### src/rtl/scps_pkg.sv
// shared types and constants for the steering command pi servo
`default_nettype none

package scps_pkg;

   // register widths
   localparam int unsigned GAIN_W  = 8;
   localparam int unsigned ILIM_W  = 14;
   localparam int unsigned DLIM_W  = 17;
   localparam int unsigned WDOG_W  = 8;

   // datapath widths
   localparam int unsigned POS_W   = 16;
   localparam int unsigned INTEG_W = 15;
   localparam int unsigned DUTY_W  = 18;

   // apb port
   localparam int unsigned CSR_AW  = 4;
   localparam int unsigned CSR_DW  = 32;

   // register reset values
   localparam logic [GAIN_W-1:0] GAIN_RESET = 8'd80;
   localparam logic [ILIM_W-1:0] ILIM_RESET = 14'd2000;
   localparam logic [DLIM_W-1:0] DLIM_RESET = 17'd70000;
   localparam logic [WDOG_W-1:0] WDOG_RESET = 8'd20;

   // frame receiver constants
   localparam logic [7:0]  SYNC_BYTE  = 8'h55;
   localparam logic [15:0] SUM_SEED   = 16'd211;
   localparam logic [15:0] SUM_FACTOR = 16'd211;

   // setpoint = (angle + 10000) * 3 / 100 + 200, divide by 100 via reciprocal
   // 503319 = 3 * ceil(2^24 / 100), exact for products below 2^17
   localparam logic [16:0] SP_OFFSET   = 17'd10000;
   localparam logic [34:0] SP_RECIP    = 35'd503319;
   localparam int unsigned SP_SHIFT    = 24;
   localparam logic [15:0] SP_BASE     = 16'd200;
   localparam logic [15:0] SP_RESET    = 16'd512;
   localparam logic [WDOG_W-1:0] WDOG_COUNT_RESET = 8'd255;

   typedef enum logic [1:0] {
      REG_PROP_GAIN   = 2'd0,
      REG_INTEG_LIMIT = 2'd1,
      REG_DUTY_LIMIT  = 2'd2,
      REG_WDOG_TICKS  = 2'd3
   } csr_index_type;

   typedef struct packed {
      logic [GAIN_W-1:0] prop_gain;
      logic [ILIM_W-1:0] integ_limit;
      logic [DLIM_W-1:0] duty_limit;
      logic [WDOG_W-1:0] watchdog_ticks;
   } cfg_type;

   typedef struct packed {
      logic                    arm;
      logic signed [POS_W-1:0] setpoint;
   } frame_cmd_type;

   typedef struct packed {
      logic signed [DUTY_W-1:0] duty;
      logic                     engaged;
   } pi_result_type;

endpackage

`default_nettype wire

### src/rtl/scps_csr.sv
// configuration registers behind the apb port
`default_nettype none

module scps_csr
   import scps_pkg::*;
(
   input  wire logic              clock,
   input  wire logic              reset,
   input  wire logic              csr_psel,
   input  wire logic              csr_penable,
   input  wire logic              csr_pwrite,
   input  wire logic [CSR_AW-1:0] csr_paddr,
   input  wire logic [CSR_DW-1:0] csr_pwdata,
   output logic      [CSR_DW-1:0] csr_prdata,
   output logic                   csr_pready,
   output cfg_type                cfg
);

   cfg_type       cfg_ff;
   cfg_type       cfg_in;
   csr_index_type index;
   logic          write_en;

   assign index    = csr_index_type'(csr_paddr[3:2]);
   assign write_en = csr_psel && csr_penable && csr_pwrite;

   always_comb begin
      cfg_in = cfg_ff;
      if (write_en) begin
         case (index)
            REG_PROP_GAIN:   cfg_in.prop_gain      = csr_pwdata[GAIN_W-1:0];
            REG_INTEG_LIMIT: cfg_in.integ_limit    = csr_pwdata[ILIM_W-1:0];
            REG_DUTY_LIMIT:  cfg_in.duty_limit     = csr_pwdata[DLIM_W-1:0];
            REG_WDOG_TICKS:  cfg_in.watchdog_ticks = csr_pwdata[WDOG_W-1:0];
            default:         cfg_in = cfg_ff;
         endcase
      end
   end

   always_ff @(posedge clock) begin
      if (reset) begin
         cfg_ff.prop_gain      <= GAIN_RESET;
         cfg_ff.integ_limit    <= ILIM_RESET;
         cfg_ff.duty_limit     <= DLIM_RESET;
         cfg_ff.watchdog_ticks <= WDOG_RESET;
      end else begin
         cfg_ff <= cfg_in;
      end
   end

   always_comb begin
      case (index)
         REG_PROP_GAIN:   csr_prdata = CSR_DW'(cfg_ff.prop_gain);
         REG_INTEG_LIMIT: csr_prdata = CSR_DW'(cfg_ff.integ_limit);
         REG_DUTY_LIMIT:  csr_prdata = CSR_DW'(cfg_ff.duty_limit);
         REG_WDOG_TICKS:  csr_prdata = CSR_DW'(cfg_ff.watchdog_ticks);
         default:         csr_prdata = '0;
      endcase
   end

   assign csr_pready = 1'b1;
   assign cfg        = cfg_ff;

endmodule

`default_nettype wire

### src/rtl/scps_frame_rx.sv
// command frame receiver: sync hunt, payload collect, check byte, setpoint map
`default_nettype none

module scps_frame_rx
   import scps_pkg::*;
#(
   parameter int unsigned FRAME_BYTES = 4
)
(
   input  wire logic       clock,
   input  wire logic       reset,
   input  wire logic       byte_valid,
   input  wire logic [7:0] rx_byte,
   output frame_cmd_type   frame_cmd
);

   localparam int unsigned LEFT_W = $clog2(FRAME_BYTES + 1);

   typedef enum logic [1:0] {
      PH_HUNT    = 2'd0,
      PH_COLLECT = 2'd1,
      PH_CHECK   = 2'd2
   } phase_type;

   phase_type         phase_ff,    phase_in;
   logic [7:0]        prev_ff,     prev_in;
   logic [LEFT_W-1:0] left_ff,     left_in;
   logic [15:0]       sum_ff,      sum_in;
   logic [7:0]        ang_lo_ff,   ang_lo_in;
   logic [7:0]        ang_hi_ff,   ang_hi_in;
   logic [15:0]       setpoint_ff, setpoint_in;
   logic              arm;

   logic [15:0] byte_term;
   logic [15:0] sum_step;
   logic [16:0] sp_shifted;
   logic        sp_neg;
   logic [15:0] sp_mag;
   logic [34:0] sp_prod;
   logic [10:0] sp_quot;
   logic [15:0] sp_calc;

   // angle to setpoint, truncating toward zero
   always_comb begin
      sp_shifted = {ang_hi_ff[7], ang_hi_ff, ang_lo_ff} + SP_OFFSET;
      sp_neg     = sp_shifted[16];
      sp_mag     = sp_neg ? 16'(-sp_shifted) : sp_shifted[15:0];
      sp_prod    = {19'b0, sp_mag} * SP_RECIP;
      sp_quot    = sp_prod[SP_SHIFT +: 11];
      sp_calc    = sp_neg ? (SP_BASE - {5'b0, sp_quot}) : ({5'b0, sp_quot} + SP_BASE);
   end

   always_comb begin
      byte_term = {8'b0, rx_byte} * SUM_FACTOR;
      sum_step  = sum_ff + byte_term;
   end

   always_comb begin
      phase_in    = phase_ff;
      prev_in     = prev_ff;
      left_in     = left_ff;
      sum_in      = sum_ff;
      ang_lo_in   = ang_lo_ff;
      ang_hi_in   = ang_hi_ff;
      setpoint_in = setpoint_ff;
      arm         = 1'b0;
      if (byte_valid) begin
         prev_in = rx_byte;
         case (phase_ff)
            PH_COLLECT: begin
               left_in = left_ff - LEFT_W'(1);
               if (left_in == '0) begin
                  phase_in = PH_CHECK;
               end
               if (left_ff == LEFT_W'(FRAME_BYTES)) begin
                  ang_lo_in = rx_byte;
               end
               if (left_ff == LEFT_W'(FRAME_BYTES - 1)) begin
                  ang_hi_in = rx_byte;
               end
               sum_in = sum_step ^ {8'b0, sum_step[15:8]};
            end
            PH_CHECK: begin
               if (rx_byte == sum_ff[7:0]) begin
                  arm         = 1'b1;
                  setpoint_in = sp_calc;
               end
               phase_in = PH_HUNT;
            end
            default: begin
               phase_in = PH_HUNT;
               if (rx_byte == SYNC_BYTE && prev_ff == SYNC_BYTE) begin
                  phase_in = PH_COLLECT;
                  sum_in   = SUM_SEED;
                  left_in  = LEFT_W'(FRAME_BYTES);
               end
            end
         endcase
      end
   end

   always_ff @(posedge clock) begin
      if (reset) begin
         phase_ff    <= PH_HUNT;
         prev_ff     <= '0;
         left_ff     <= '0;
         sum_ff      <= '0;
         ang_lo_ff   <= '0;
         ang_hi_ff   <= '0;
         setpoint_ff <= SP_RESET;
      end else begin
         phase_ff    <= phase_in;
         prev_ff     <= prev_in;
         left_ff     <= left_in;
         sum_ff      <= sum_in;
         ang_lo_ff   <= ang_lo_in;
         ang_hi_ff   <= ang_hi_in;
         setpoint_ff <= setpoint_in;
      end
   end

   assign frame_cmd.arm      = arm;
   assign frame_cmd.setpoint = $signed(setpoint_ff);

endmodule

`default_nettype wire

### src/rtl/scps_pi_ctrl.sv
// watchdog and pi position step
`default_nettype none

module scps_pi_ctrl
   import scps_pkg::*;
(
   input  wire logic                    clock,
   input  wire logic                    reset,
   input  wire logic                    tick,
   input  wire logic signed [POS_W-1:0] sensor_position,
   input  wire cfg_type                 cfg,
   input  wire frame_cmd_type           frame_cmd,
   output pi_result_type                result
);

   logic [WDOG_W-1:0]         wd_ff,    wd_in;
   logic                      on_ff,    on_in;
   logic signed [INTEG_W-1:0] integ_ff, integ_in;

   logic                      on_now;
   logic signed [POS_W-1:0]   err;
   logic signed [16:0]        isum;
   logic signed [16:0]        ilim;
   logic signed [16:0]        iclamp;
   logic signed [INTEG_W-1:0] integ_new;
   logic signed [24:0]        pterm;
   logic signed [INTEG_W-1:0] half_adj;
   logic signed [INTEG_W-1:0] half;
   logic signed [25:0]        dsum;
   logic signed [25:0]        dlim;
   logic signed [25:0]        dclamp;

   always_comb begin
      on_now = (wd_ff != '0) ? on_ff : 1'b0;
      err    = $signed(sensor_position - frame_cmd.setpoint);

      // integral clamp
      isum = $signed({integ_ff[INTEG_W-1], integ_ff[INTEG_W-1], integ_ff})
           + $signed({err[POS_W-1], err});
      ilim = $signed({3'b0, cfg.integ_limit});
      if (isum > ilim) begin
         iclamp = ilim;
      end else if (isum < -ilim) begin
         iclamp = -ilim;
      end else begin
         iclamp = isum;
      end
      integ_new = iclamp[INTEG_W-1:0];

      // proportional term plus half the integral, halving toward zero, clamped to the duty limit
      pterm    = err * $signed({1'b0, cfg.prop_gain});
      half_adj = integ_new + $signed({{(INTEG_W-1){1'b0}}, integ_new[INTEG_W-1]});
      half     = half_adj >>> 1;
      dsum     = pterm + half;
      dlim     = $signed({9'b0, cfg.duty_limit});
      if (dsum > dlim) begin
         dclamp = dlim;
      end else if (dsum < -dlim) begin
         dclamp = -dlim;
      end else begin
         dclamp = dsum;
      end
   end

   always_comb begin
      wd_in    = wd_ff;
      on_in    = on_ff;
      integ_in = integ_ff;
      if (frame_cmd.arm) begin
         wd_in = cfg.watchdog_ticks;
         on_in = 1'b1;
      end else if (tick) begin
         if (wd_ff != '0) begin
            wd_in = wd_ff - WDOG_W'(1);
         end else begin
            on_in = 1'b0;
         end
         integ_in = integ_new;
      end
   end

   always_ff @(posedge clock) begin
      if (reset) begin
         wd_ff    <= WDOG_COUNT_RESET;
         on_ff    <= 1'b0;
         integ_ff <= '0;
      end else begin
         wd_ff    <= wd_in;
         on_ff    <= on_in;
         integ_ff <= integ_in;
      end
   end

   assign result.duty    = on_now ? dclamp[DUTY_W-1:0] : '0;
   assign result.engaged = on_now;

endmodule

`default_nettype wire

### src/rtl/steering_command_pi_servo.sv
// steering servo top level: request register, frame receiver, pi step, response register
// a tick request is held in the request register, then its result is loaded into the response register
// throughput: one request per cycle, stalled only while a response waits on rsp_ready
// the request register feeds one pass of logic that updates state and loads the response
// command byte requests update the frame receiver and produce no response
// reset (synchronous, active high) empties both registers, restarts the parser,
// clears the integral and control flag, loads the watchdog with 255 and setpoint with 512
`default_nettype none

module steering_command_pi_servo
   import scps_pkg::*;
#(
   parameter int unsigned FRAME_BYTES = 4
)
(
   input  wire logic                    clock,
   input  wire logic                    reset,
   // request channel
   input  wire logic                    req_valid,
   output logic                         req_ready,
   input  wire logic                    req_mode,
   input  wire logic [7:0]              req_rx_byte,
   input  wire logic signed [POS_W-1:0] req_sensor_position,
   // response channel
   output logic                         rsp_valid,
   input  wire logic                    rsp_ready,
   output logic signed [DUTY_W-1:0]     rsp_duty,
   output logic                         rsp_engaged,
   // configuration port
   input  wire logic                    csr_psel,
   input  wire logic                    csr_penable,
   input  wire logic                    csr_pwrite,
   input  wire logic [CSR_AW-1:0]       csr_paddr,
   input  wire logic [CSR_DW-1:0]       csr_pwdata,
   output logic      [CSR_DW-1:0]       csr_prdata,
   output logic                         csr_pready
);

   // request register
   logic                    stage_valid_ff, stage_valid_in;
   logic                    stage_mode_ff;
   logic [7:0]              stage_byte_ff;
   logic signed [POS_W-1:0] stage_sensor_ff;

   // response register
   logic                     rsp_valid_ff, rsp_valid_in;
   logic signed [DUTY_W-1:0] rsp_duty_ff;
   logic                     rsp_engaged_ff;

   logic          out_free;
   logic          stage_fire;
   logic          req_take;
   cfg_type       cfg;
   frame_cmd_type frame_cmd;
   pi_result_type pi_result;

   // response slot is free when empty or being drained this cycle
   assign out_free   = !rsp_valid_ff || rsp_ready;
   // command bytes never wait; a tick waits for a free response slot
   assign stage_fire = stage_valid_ff && (!stage_mode_ff || out_free);
   assign req_ready  = !stage_valid_ff || stage_fire;
   assign req_take   = req_valid && req_ready;

   always_comb begin
      stage_valid_in = stage_valid_ff;
      if (req_take) begin
         stage_valid_in = 1'b1;
      end else if (stage_fire) begin
         stage_valid_in = 1'b0;
      end
   end

   always_comb begin
      rsp_valid_in = rsp_valid_ff;
      if (stage_fire && stage_mode_ff) begin
         rsp_valid_in = 1'b1;
      end else if (rsp_ready) begin
         rsp_valid_in = 1'b0;
      end
   end

   always_ff @(posedge clock) begin
      if (reset) begin
         stage_valid_ff <= 1'b0;
         rsp_valid_ff   <= 1'b0;
      end else begin
         stage_valid_ff <= stage_valid_in;
         rsp_valid_ff   <= rsp_valid_in;
      end
   end

   // payload registers, no reset needed
   always_ff @(posedge clock) begin
      if (req_take) begin
         stage_mode_ff   <= req_mode;
         stage_byte_ff   <= req_rx_byte;
         stage_sensor_ff <= req_sensor_position;
      end
      if (stage_fire && stage_mode_ff) begin
         rsp_duty_ff    <= pi_result.duty;
         rsp_engaged_ff <= pi_result.engaged;
      end
   end

   scps_csr u_csr (
      .clock       (clock),
      .reset       (reset),
      .csr_psel    (csr_psel),
      .csr_penable (csr_penable),
      .csr_pwrite  (csr_pwrite),
      .csr_paddr   (csr_paddr),
      .csr_pwdata  (csr_pwdata),
      .csr_prdata  (csr_prdata),
      .csr_pready  (csr_pready),
      .cfg         (cfg)
   );

   // frame receiver sees only command bytes as they leave the request register
   scps_frame_rx #(
      .FRAME_BYTES (FRAME_BYTES)
   ) u_frame_rx (
      .clock      (clock),
      .reset      (reset),
      .byte_valid (stage_fire && !stage_mode_ff),
      .rx_byte    (stage_byte_ff),
      .frame_cmd  (frame_cmd)
   );

   // watchdog and pi step advance only on a tick that fires
   scps_pi_ctrl u_pi_ctrl (
      .clock           (clock),
      .reset           (reset),
      .tick            (stage_fire && stage_mode_ff),
      .sensor_position (stage_sensor_ff),
      .cfg             (cfg),
      .frame_cmd       (frame_cmd),
      .result          (pi_result)
   );

   assign rsp_valid   = rsp_valid_ff;
   assign rsp_duty    = rsp_duty_ff;
   assign rsp_engaged = rsp_engaged_ff;

   // disengaged responses carry zero duty
   a_idle_duty_zero: assert property (@(posedge clock) disable iff (reset)
      rsp_valid && !rsp_engaged |-> rsp_duty == '0)
      else $error("disengaged response with nonzero duty");

   // a waiting response stays within the duty clamp
   a_duty_in_limit: assert property (@(posedge clock) disable iff (reset)
      rsp_valid |-> (rsp_duty <= $signed({1'b0, cfg.duty_limit}))
                 && (rsp_duty >= -$signed({1'b0, cfg.duty_limit})))
      else $error("response duty outside clamp");

   // backpressure only comes from a tick blocked by a full response slot
   a_stall_cause: assert property (@(posedge clock) disable iff (reset)
      !req_ready |-> stage_valid_ff && stage_mode_ff && rsp_valid_ff && !rsp_ready)
      else $error("request stalled without a blocked tick");

   // a blocked request stays held for the next cycle
   a_stage_hold: assert property (@(posedge clock) disable iff (reset)
      stage_valid_ff && !stage_fire |=> stage_valid_ff && $stable(stage_sensor_ff))
      else $error("blocked request lost");

endmodule

`default_nettype wire

### config.mk
export PLATFORM = sky130hd
export DESIGN_NAME = steering_command_pi_servo
export DESIGN_NICKNAME = d
export VERILOG_FILES = /design/src/rtl/scps_pkg.sv /design/src/rtl/scps_csr.sv /design/src/rtl/scps_frame_rx.sv /design/src/rtl/scps_pi_ctrl.sv /design/src/rtl/steering_command_pi_servo.sv
export SDC_FILE = /design/constraint.sdc
export NUM_CORES = 1
export LEC_CHECK = 0
export ABC_AREA = 0
export BUFFER_PORTS_ARGS = -buffer_cell sky130_fd_sc_hd__buf_2
export CAP_MARGIN = 25
export CORE_MARGIN = 2
export CORE_UTILIZATION = 50
export CTS_CLUSTER_SIZE = 24
export DETAILED_ROUTE_END_ITERATION = 16
export GPL_TIMING_DRIVEN = 0
export PLACE_DENSITY = 0.67
export REMOVE_ABC_BUFFERS = 1
export SYNTH_ARGS = -nofsm -noshare
export SYNTH_HDL_FRONTEND = slang
export SYNTH_SLANG_ARGS = --single-unit
### constraint.sdc
create_clock -name clock -period 16.7 [get_ports clock]
set_input_delay 3.34 -clock clock [delete_from_list [all_inputs] [get_ports clock]]
set_output_delay 3.34 -clock clock [all_outputs]
set_load 0.005 [all_outputs]
==> impl_results.html <==
<table>
<tr><th>Metric</th><th>Value</th></tr>
<tr><th colspan="2">GRT</th></tr>
<tr><td>Antenna violations before repair</td><td>2</td></tr>
<tr><td>Global-route congestion overflow total</td><td>0</td></tr>
<tr><td>Wire length of the first global-routing pass</td><td>about 110 mm</td></tr>
<tr><td>Total GRT Usage</td><td>0.2652</td></tr>
<tr><td>Via count of the first global-routing pass</td><td>20400</td></tr>
<tr><td>Maximum number of pins on one net before global-route repair</td><td>75</td></tr>
<tr><th colspan="2">Worst setup path</th></tr>
<tr><td>Type of element launching the critical path</td><td>flip-flop</td></tr>
<tr><td>Data required time at the worst endpoint</td><td>16.95 ns</td></tr>
<tr><td>CP max-delay cell</td><td>o32a_1</td></tr>
<tr><td>Stage delay of the slowest cell on the critical path</td><td>0.78 ns</td></tr>
<tr><td>Flop2flop setup slack</td><td>2.07 ns</td></tr>
<tr><td>Crit end category</td><td>flip-flop</td></tr>
<tr><td>Library cell appearing most often on the critical path</td><td>ha_1</td></tr>
<tr><td>Worst Reg2Reg Path Length in Cells</td><td>48</td></tr>
<tr><td>RR Startpoint</td><td>stage_sensor_ff[0]</td></tr>
<tr><td>Worst R2R End</td><td>rsp_duty[3]</td></tr>
<tr><td>Class of the most critical setup path</td><td>flip-flop to flip-flop</td></tr>
<tr><td>Crit path DAT</td><td>14.89 ns</td></tr>
<tr><td>Maximum fanout along the worst path</td><td>26</td></tr>
<tr><th colspan="2">Floorplan</th></tr>
<tr><td>Number of placement rows</td><td>81</td></tr>
<tr><td>Core area</td><td>48950 µm²</td></tr>
<tr><td>Starting density of the core</td><td>0.5075</td></tr>
<tr><td>Number of I/O pins</td><td>122</td></tr>
<tr><td>Die width</td><td>226.9 µm</td></tr>
<tr><td>Die Ht</td><td>226.9 µm</td></tr>
<tr><td>Total Die Area</td><td>51480 µm²</td></tr>
<tr><th colspan="2">STA</th></tr>
<tr><td>Worst-Margin Slew</td><td>~1.1 ns</td></tr>
<tr><td>Setup Skew</td><td>about 0.017 ns</td></tr>
<tr><td>Final hold violations</td><td>0</td></tr>
<tr><td>Max-slew headroom</td><td>0.2564</td></tr>
<tr><td>Count of pins over their slew limit</td><td>0</td></tr>
<tr><td>Max Freq</td><td>0.06833 GHz</td></tr>
<tr><td>Final setup violating endpoints</td><td>0</td></tr>
<tr><td>RSZ-0062 raised after global routing</td><td>no</td></tr>
<tr><td>Ratio of final minimum period to clock period</td><td>0.8763</td></tr>
<tr><td>Shortest period the worst path allows</td><td>around 15 ns</td></tr>
<tr><td>Final-layout setup total negative slack</td><td>0 ns</td></tr>
<tr><th colspan="2">Status</th></tr>
<tr><td>Status</td><td>completed</td></tr>
<tr><th colspan="2">Clock tree</th></tr>
<tr><td>Maximum root-to-sink buffer count</td><td>2</td></tr>
<tr><td>Number of buffers inserted by post-CTS setup repair</td><td>0</td></tr>
<tr><td>Clock insertion delay at the later pin of the skew report</td><td>about 0.5 ns</td></tr>
<tr><td>Cts repair resizes</td><td>0</td></tr>
<tr><td>CTS tree</td><td>done</td></tr>
<tr><td>Number of H-tree branching levels</td><td>4</td></tr>
<tr><td>Cts bufs inserted</td><td>17</td></tr>
<tr><td>Register clock-pin slew on the reported worst setup and hold paths</td><td>0.08 ns</td></tr>
<tr><td>Total of hold buffers inserted after clock tree synthesis</td><td>0</td></tr>
<tr><td>Cell chosen for the clock root</td><td>clkbuf_16</td></tr>
<tr><td>Sinks on the clock net</td><td>175</td></tr>
<tr><th colspan="2">Routing</th></tr>
<tr><td>Wire length after detailed routing</td><td>between 60 and 70 mm</td></tr>
<tr><td>Vias after detailed routing</td><td>19740</td></tr>
<tr><td>First drt pass iteration count</td><td>5</td></tr>
<tr><td>WL per Instance</td><td>18.46 µm</td></tr>
<tr><td>DR vias/cell</td><td>5.585</td></tr>
<tr><td>Post-route DRC violation count</td><td>0</td></tr>
<tr><td>DRT iter0 DRCs</td><td>1201</td></tr>
<tr><td>Post-route ant nets</td><td>0</td></tr>
<tr><th colspan="2">Synthesis</th></tr>
<tr><td>Fraction of registers with async set/reset</td><td>0</td></tr>
<tr><td>Area share of the largest cell type after synthesis</td><td>0.2095</td></tr>
<tr><td>Average size of a mapped cell</td><td>slightly below 9 µm²</td></tr>
<tr><td>Synth Register Bits</td><td>175</td></tr>
<tr><td>Cells after synthesis</td><td>2825</td></tr>
<tr><td>Number of flops mapped to enable cells by yosys</td><td>44</td></tr>
<tr><td>Synthesis Warnings</td><td>0</td></tr>
<tr><td>Number of unique standard cell types used by synthesis</td><td>89</td></tr>
<tr><td>Sequential share of the synthesized area</td><td>0.1588</td></tr>
<tr><td>Primary FF master, synth</td><td>dfxtp_1</td></tr>
<tr><td>Cell area after synthesis</td><td>24840 µm²</td></tr>
<tr><td>Post-synthesis cell type with the largest combined area</td><td>fa_1</td></tr>
<tr><td>Cell types occupying the most area after synthesis</td><td>fa_1 21%, ha_1 18%, dfxtp_1 11%, inv_1 6.9%, edfxtp_1 5.3%</td></tr>
<tr><th colspan="2">Finish</th></tr>
<tr><td>Post-route standard cell area excluding fillers</td><td>between 20000 and 30000 µm²</td></tr>
<tr><td>Total Nets Final</td><td>3547</td></tr>
<tr><td>Area added between synthesis and finish</td><td>6.830%</td></tr>
<tr><td>Fraction of final layout cells sized beyond drive strength 1</td><td>0.06479</td></tr>
<tr><td>Final-layout fill cell count</td><td>4462</td></tr>
<tr><td>Ant diodes</td><td>0</td></tr>
<tr><th colspan="2">Place</th></tr>
<tr><td>Gp weighted congestion</td><td>0.9777</td></tr>
<tr><td>Area post-placement</td><td>about 26000 µm²</td></tr>
<tr><td>Number of input and output port buffers inserted</td><td>88</td></tr>
<tr><td>Dpl hpwl</td><td>~53 mm</td></tr>
<tr><th colspan="2">Job</th></tr>
<tr><td>Max-Cap Viols</td><td>0</td></tr>
<tr><th colspan="2">Power and ir drop</th></tr>
<tr><td>Ratio of total power to cell area</td><td>roughly 120 nW/µm²</td></tr>
<tr><td>Reported leakage power</td><td>12.50 nW</td></tr>
<tr><td>Peak supply drop</td><td>240.1 µV</td></tr>
<tr><td>Overall power after layout</td><td>3.208 mW</td></tr>
<tr><th colspan="2">Hold path</th></tr>
<tr><td>Start point of the worst min-delay path</td><td>u_frame_rx.prev_ff[4]</td></tr>
<tr><td>Worst hold endpoint</td><td>u_frame_rx.prev_ff[4]</td></tr>
<tr><td>Min-Delay Path Class</td><td>flip-flop to flip-flop</td></tr>
<tr><td>Worst hold path depth</td><td>2</td></tr>
</table>
## cell usage in the layout (no fill, tap or decap), types with 8 or more instances in the layout
master       n
clkbuf_16   17
a21oi_1    161
o21a_1      21
a221oi_1     9
fa_1       260
a21o_1      32
a211oi_1    34
a31oi_1     14
mux4_2       8
nand2b_1    27
a21boi_0    11
nand4_1     20
a211oi_2     8
and3_1      24
mux2i_1     38
o211ai_1    28
edfxtp_1    44
buf_2       88
nor2b_1     32
inv_1      457
conb_1      16
ha_1       360
o21bai_1    10
or3_1        8
nand3_1     50
o31ai_1     10
nor3_1      44
xnor2_1    108
and2_1      77
dfxtp_1    131
a22oi_1     14
nand2_1    262
o21ai_0     70
xor2_1      49
nor2_1     170
## stage by stage
| step | cells | worst slack (ns) | utilization | hold WS [ns] |
|---|---|---|---|---|
| detailed placement | 3498 | 1.697 | 0.5282 | 0.4441 |
| CTS | 3529 | 1.549 | 0.5401 | 0.4543 |
| finish | 3535 | 2.065 | 0.5422 | 0.4580 |
| global route | 3535 | 1.023 | 0.5422 | 0.4744 |
| global placement | 3488 | 1.637 | 0.5249 | 0.4378 |
| floorplan | 2736 | 4.555 | - | 0.4253 |
## cell families after synthesis
kind of cell / Yosys count / share of synthesized area
AO/OA/AOI/OAI: 498 / 0.1341
adder cells (fa/ha/maj): 620 / 0.3908
XOR/XNOR: 157 / 0.05535
flip-flops: 175 / 0.1588
buffers and inverters: 564 / 0.08859
multiplexers: 52 / 0.02574
AND/OR/NAND/NOR: 757 / 0.1463
other: 2 / 0.0003023
## Yosys cell counts (7+ instances only)
library cell and number:
mux2i_1 38, a211oi_2 8, a211o_1 7, xnor2_1 108, a21boi_0 11, inv_1 458, o21ai_0 71, o31ai_1 10
o211ai_1 28, nor2_1 170, edfxtp_1 44, and2_1 77, nand2b_1 27, dfxtp_1 131, nor2b_1 32, or3_1 8
nand4_1 20, ha_1 360, a31oi_1 14, o21bai_1 10, fa_1 260, o21a_1 21, a221oi_1 9, a211oi_1 34
nor3_1 45, a22oi_1 14, a21o_1 32, clkbuf_1 77, xor2_1 49, and3_1 24, nand2_1 262, a21oi_1 161
mux4_2 8, nand3_1 50, and4_1 7, a32o_1 7, buf_4 18
## layer usage
layer | vias up | global-route usage | routed length [µm]
met3 | 123 | 0.04056 | 2928
met2 | 474 | 0.4545 | 31540
li1 | 9470 | - | -
met1 | 9677 | 0.3337 | 28310
met4 | 0 | 0.1095 | 2476
met5 | - | 0 | 0
## final cells by class
class                      instances  area (µm²)  share of cell area
multi-input combinational       2100       18770              0.7071
clock inverter                    13       140.1            0.005280
tap                              664       830.8             0.03130
inverter                         461        1730             0.06520
sequential                       175        3944              0.1486
timing repair buffer             104       689.4             0.02598
clock buffer                      18       439.2             0.01655
## how the worst max path moves through the flow
stage / startpoint / slack [ns] / to / depth (start not counted)
floorplan: stage_sensor_ff[0] / 4.56 / rsp_duty[4] / 50
global placement: stage_sensor_ff[0] / 1.64 / rsp_duty[1] / 49
detailed placement: stage_sensor_ff[0] / 1.70 / rsp_duty[4] / 49
CTS: stage_sensor_ff[0] / 1.55 / rsp_duty[1] / 49
global route: stage_sensor_ff[0] / 1.02 / rsp_duty[3] / 53
finish: stage_sensor_ff[0] / 2.07 / rsp_duty[3] / 48
## critical path, delay by kind of cell (launching register included)
family | cells | cell delay, ns
AOI/OAI and AO/OA | 24 | 7.00
adders and majority gates | 7 | 2.63
and+or+nand+nor | 9 | 1.85
xor gates and xnor gates | 4 | 1.54
buffers and inverters | 4 | 1.01
DFF | 1 | 0.33
## power by group
| group | internal, mW | switching, mW | leakage [nW] | total [mW] |
|---|---|---|---|---|
| registers | 0.444 | 0.0140 | 1.48 | 0.458 |
| clock network | 0.203 | 0.212 | 0.288 | 0.415 |
| logic | 0.947 | 1.39 | 10.7 | 2.33 |
## sequential cells by signal, summed over array words and instances, names as in the netlist
register and cells:
u_csr.cfg 47, rsp_duty 18, stage_sensor_ff 16, u_frame_rx.sum_ff 16, u_pi_ctrl.integ_ff 15, u_frame_rx.setpoint_ff 13, stage_byte_ff 8, u_frame_rx.ang_hi_ff 8
u_frame_rx.ang_lo_ff 8, u_frame_rx.prev_ff 8, u_pi_ctrl.wd_ff 8, u_frame_rx.left_ff 3, u_frame_rx.phase_ff 2, rsp_engaged 1, rsp_valid 1, stage_mode_ff 1
stage_valid_ff 1, u_pi_ctrl.on_ff 1
(Power assumes the default switching activity.)
